===== src/rtl/fsa_pkg.sv =====
// shared types and constants for the flow to sequential address block
package fsa_pkg;

	localparam logic [7:0] PROTO_NUM_TCP = 8'd6;
	localparam logic [7:0] PROTO_NUM_UDP = 8'd17;

	localparam int CFG_IDX_W = 1;
	localparam logic [CFG_IDX_W-1:0] CFG_BIDIRECTIONAL = 1'b0;
	localparam logic [CFG_IDX_W-1:0] CFG_USE_PORTS = 1'b1;

	localparam logic [31:0] ADDR_FIRST = 32'd1;
	localparam logic [31:0] ADDR_LAST = 32'hFFFF_FFFF;

	typedef enum logic [1:0] {
		STAT_HIT  = 2'd0,
		STAT_NEW  = 2'd1,
		STAT_FULL = 2'd2,
		STAT_DROP = 2'd3
	} flow_status_t;

	typedef struct packed {
		logic        cls;
		logic [31:0] src;
		logic [31:0] dst;
		logic [15:0] sport;
		logic [15:0] dport;
	} flow_key_t;

	typedef struct packed {
		logic        active;
		logic        bidir;
		flow_key_t   key;
		logic [31:0] addr;
		logic        fwd_hit;
		logic [31:0] fwd_val;
		logic        rev_hit;
		logic [31:0] rev_val;
		logic        ins;
	} query_t;

endpackage


===== src/rtl/fsa_cell.sv =====
// one flow table entry: compares the passing query and takes the key when first free
module fsa_cell (
	input  logic            clk,
	input  logic            arst_n,
	input  fsa_pkg::query_t q_in,
	output fsa_pkg::query_t q_out
);
	import fsa_pkg::*;

	logic        valid_q;
	flow_key_t   key_q;
	logic [31:0] val_q;
	query_t      q_out_q;
	flow_key_t   rev_key;
	logic        hit_f;
	logic        hit_r;
	logic        take;
	query_t      q_nxt;

	always_comb begin
		rev_key.cls   = q_in.key.cls;
		rev_key.src   = q_in.key.dst;
		rev_key.dst   = q_in.key.src;
		rev_key.sport = q_in.key.dport;
		rev_key.dport = q_in.key.sport;
		hit_f = valid_q && (key_q == q_in.key);
		hit_r = valid_q && q_in.bidir && (key_q == rev_key);
		take  = q_in.active && !valid_q && !q_in.fwd_hit && !q_in.rev_hit && !q_in.ins;
		q_nxt = q_in;
		if (hit_f && !q_in.fwd_hit) begin
			q_nxt.fwd_hit = 1'b1;
			q_nxt.fwd_val = val_q;
		end
		if (hit_r && !q_in.rev_hit) begin
			q_nxt.rev_hit = 1'b1;
			q_nxt.rev_val = val_q;
		end
		if (take) begin
			q_nxt.ins = 1'b1;
		end
	end

	always_ff @(posedge clk or negedge arst_n) begin
		if (!arst_n) begin
			valid_q <= 1'b0;
			q_out_q <= '0;
		end else begin
			q_out_q <= q_nxt;
			if (take) begin
				valid_q <= 1'b1;
			end
		end
	end

	always_ff @(posedge clk) begin
		if (take) begin
			key_q <= q_in.key;
			val_q <= q_in.addr;
		end
	end

	assign q_out = q_out_q;

endmodule


===== config.mk =====
export PLATFORM = sky130hd
export DESIGN_NAME = fsa_cell
export DESIGN_NICKNAME = d
export VERILOG_FILES = /design/src/rtl/fsa_pkg.sv /design/src/rtl/fsa_cell.sv
export SDC_FILE = /design/constraint.sdc
export NUM_CORES = 1
export LEC_CHECK = 0
export BUFFER_PORTS_ARGS = -buffer_cell sky130_fd_sc_hd__buf_2
export CAP_MARGIN = 30
export CORE_AREA = 4 4 156 158
export CTS_CLUSTER_DIAMETER = 120
export CTS_CLUSTER_SIZE = 10
export DETAILED_ROUTE_END_ITERATION = 12
export DIE_AREA = 0 0 160 162
export GPL_TIMING_DRIVEN = 0
export PLACE_DENSITY = 0.9
export SYNTH_ARGS = -nofsm -noshare
export SYNTH_HDL_FRONTEND = slang
export SYNTH_SLANG_ARGS = --single-unit

===== constraint.sdc =====
create_clock -name clk -period 21.8 [get_ports clk]
set_input_delay 4.36 -clock clk [delete_from_list [all_inputs] [get_ports clk]]
set_output_delay 4.36 -clock clk [all_outputs]
set_load 0.02 [all_outputs]

# Word-level counts from Yosys, hierarchy flattened
# Index checks and enable logic that the tools add are counted.
# word_totals
reg_bits,328
input_bits,200
output_inout_bits,198
elab_cells,38
# op_classes
eq_ne,2
mux,3
reduce_logical,13
# ops
cell,n
97-bit equality test,2
33-bit two-way mux,2
1-bit logical AND,9
1-bit logical NOT,4
1-bit two-way mux,1

# Depth between registers and ports, before layout
# depth
depth_word,6
depth_mapped,7

# Worst setup path before layout
# No wires, ideal clock.
# synth_path
path_type,input-to-reg
start,input q_in[66] in the netlist's numbering
end,register valid_q
t_arrival_ps,18010
t_required_ps,21655
path_slack_ps,3646
cell_stages,2
path_cell_list,nor4_1 or2_2
# synth_via
elab_chain_len,4
# synth_rtl
item,line_no,source
start: declaration,fsa_cell.sv:5,"input fsa_pkg::query_t q_in,"
1-bit logical NOT,fsa_cell.sv:28,take = q_in.active && !valid_q && !q_in.fwd_hit && !q_in.rev_hit && !q_in.ins;
1-bit logical AND (3 in series),fsa_cell.sv:28,
end signal: assignment,fsa_cell.sv:45,valid_q <= 1'b0;
end signal: assignment,fsa_cell.sv:50,valid_q <= 1'b1;
end: declaration,fsa_cell.sv:10,logic valid_q;
# Every way passes these cells.
# A chain may end at the register's enable or synchronous reset.

==> run summary <==
status: finished, final reports clean
Initial Util: 52.63%
Avg Vias per Cell: 5.405
Longest Clk Path Bufs: 3
Slew Limit Fails: 0
Setup Viol. Count Final: 0
Final GP Congestion: 0.9232
Static Leak: 0.006965 uW
Area growth, synth to finish: 30.00%
first-pass GRT wire length: 52,970 um
#FFs+latches synth: 328
max_cap viols: 0
FF-to-FF path depth: 7
top_reg_cell synth: dfrtp_1
I/O pins: 398
worst slack, placed: 14.47 ns
clk slew on worst S/H paths: 0.05 ns
total gr overflow: 0
PwrDens: 86.90 mW/mm2
syn nets: 930
first-pass detailed-route iteration total: 5
DRC viols: 0
clock sink total: 328
Synth Warn #: 0
Final min period: 6.873 ns
Final WS setup: 14.93 ns
global-route usage over all layers: 27.09%
final wirelength: 35,890 um
worst hold stages: 1
required time worst endpoint: 22.18 ns
layout cell share with drive strength beyond 1: 44.01%
Final Hold Slack: 0.4986 ns
DP Area: 0.01471 mm2
final antenna-violating net count: 0
Synth async-reset ratio: 60.67%
initial antenna violation count: 6
most frequent cells in the layout: buf_2 (396), dfrtp_1 (199), edfxtp_1 (129), xnor2_1 (88), xor2_1 (48)
crit path capture type: flop
FMAX: 145.5 MHz
crit path max fanout: 10
area leader, netlist: dfrtp_1
die area: 0.02592 mm2
RSZ-0062 raised after global routing: false
1st-iter DRT viols: 630
chip width: 160 um
PortBufs: 397
post-CTS sizing: 0
Seq/Total Area, Yosys: 72.75%
Hold Crit Class: flop to flop
Setup crit start kind: primary input
detailed placer's ending HPWL: 27,740 um
post-synth cell types: 34
core area: 0.02312 mm2
largest net degree at the start of global routing: 116
crit path kind: primary input to flop
fin area: 0.01582 mm2
EDFF count, synth: 129
H-tree depth: 2
Synth area leaders: dfrtp_1 (41%), edfxtp_1 (32%), xnor2_1 (6.3%), mux2_4 (3.7%), xor2_1 (3.5%)
Skew-Pair Late Insertion Delay: 0.52 ns
Final Core Density: 68.42%
CTS tree: done
Final Net Count: 1,385
cell count after synthesis: 730
vias in the first global route: 8,827
Post-Syn Area per Cell: 16.67 um2
Die Y: 162 um
row count: 56
Num CTS Buffers: 38
Hold-fix buffers, CTS: 0
postcts setup bufs: 0
synthesized cell area: 0.01217 mm2
Final Hold Viols: 0
drt wl/cell: 23.89 um
Synth top area share: 40.92%
via count: 8,119
VDD IR-drop max: 0.07318 mV
critical path arrival: 7.25 ns
commonest non-fill, non-tap cell in the layout: buf_2
root cell of the clock tree: clkbuf_16
Post-Route Skew: 0.02689 ns
Slew HR: 37.25%
period utilisation layout: 31.53%
slew of the pin with the lowest slew margin: 0.9334 ns
cell families after synthesis:
| kind of cell | after synthesis | synth area share, % |
|---|---|---|
| buffers and inverters | 41 | 1.542 |
| muxes | 64 | 6.848 |
| AOI/OAI and AO/OA | 45 | 2.992 |
| DFF | 328 | 72.75 |
| and+or+nand+nor | 116 | 6.077 |
| xor gates and xnor gates | 136 | 9.788 |
state kept, by name (all words and copies together) (netlist names):
| name | flops |
|---|---|
| key_q | 97 |
| q_out | 198 |
| val_q | 32 |
| valid_q | 1 |
worst max-delay path: stages:
cell	delay, ns
buf_2	0.12
inv_1	0.10
a221o_1	0.33
nor4_1	0.49
nand4_1	0.30
nor4_2	0.84
buf_4	0.34
mux2_2	0.36
through the flow:
stage / power [uW] / TNS (ns) / std cells
floorplan: 742.6 / 0 / 730
global placement: 813.6 / -190.24 / 1417
detailed placement: 816.2 / 0 / 1435
CTS: 1386 / 0 / 1501
global route: 1424 / 0 / 1502
finish: 1375 / 0 / 1502
synth_stat cells (8+ instances only):
master / instances
inv_1: 35
nand4_1: 27
nor4_1: 24
a2111oi_0: 8
nand2b_1: 13
nor2b_1: 33
mux2_4: 30
xnor2_1: 88
edfxtp_1: 129
o22ai_1: 15
dfrtp_1: 199
xor2_1: 48
mux2_2: 34
power breakdown:
group,internal [uW],switching [uW]
combinational,47.6,81.8
sequential,667,8.77
clock,337,233
total,1050,324
worst paths after layout:
path	startpoint	end	slack, ns
hold / removal	val_q[11]$_DFFE_PP_	q_out[45]$_DFF_PN0_	0.50
setup reg to reg	key_q[15]$_DFFE_PP_	q_out[10]$_DFF_PN0_	18.47
hold reg to reg	val_q[11]$_DFFE_PP_	q_out[45]$_DFF_PN0_	0.50
max in group asynchronous	arst_n	q_out[19]$_DFF_PN0_	17.00
setup / recovery	q_in[104]	q_out[10]$_DFF_PN0_	14.93
min in group asynchronous	arst_n	q_out[196]$_DFF_PN0_	3.81
layer usage:
metal / vias up / GRT usage (%) / wire length (um)
li1: 3531 / - / -
met1: 4009 / 31.64 / 12940
met2: 484 / 48.84 / 18900
met3: 87 / 6.927 / 2780
met4: 8 / 9.503 / 1223
met5: - / 0 / 50
cell type report:
| class | instances | area, um2 |
|---|---|---|
| Sequential cell | 328 | 8853 |
| Fill cell | 1510 | 7302 |
| Multi-Input combinational cell | 361 | 3134 |
| Timing Repair Buffer | 415 | 2167 |
| Clock buffer | 64 | 1080 |
| Tap cell | 290 | 362.8 |
| Inverter | 35 | 131.4 |
| Buffer | 6 | 56.30 |
| Clock inverter | 2 | 32.53 |
| Antenna cell | 1 | 2.502 |
Note: power is estimated with default switching activity, not from simulation.
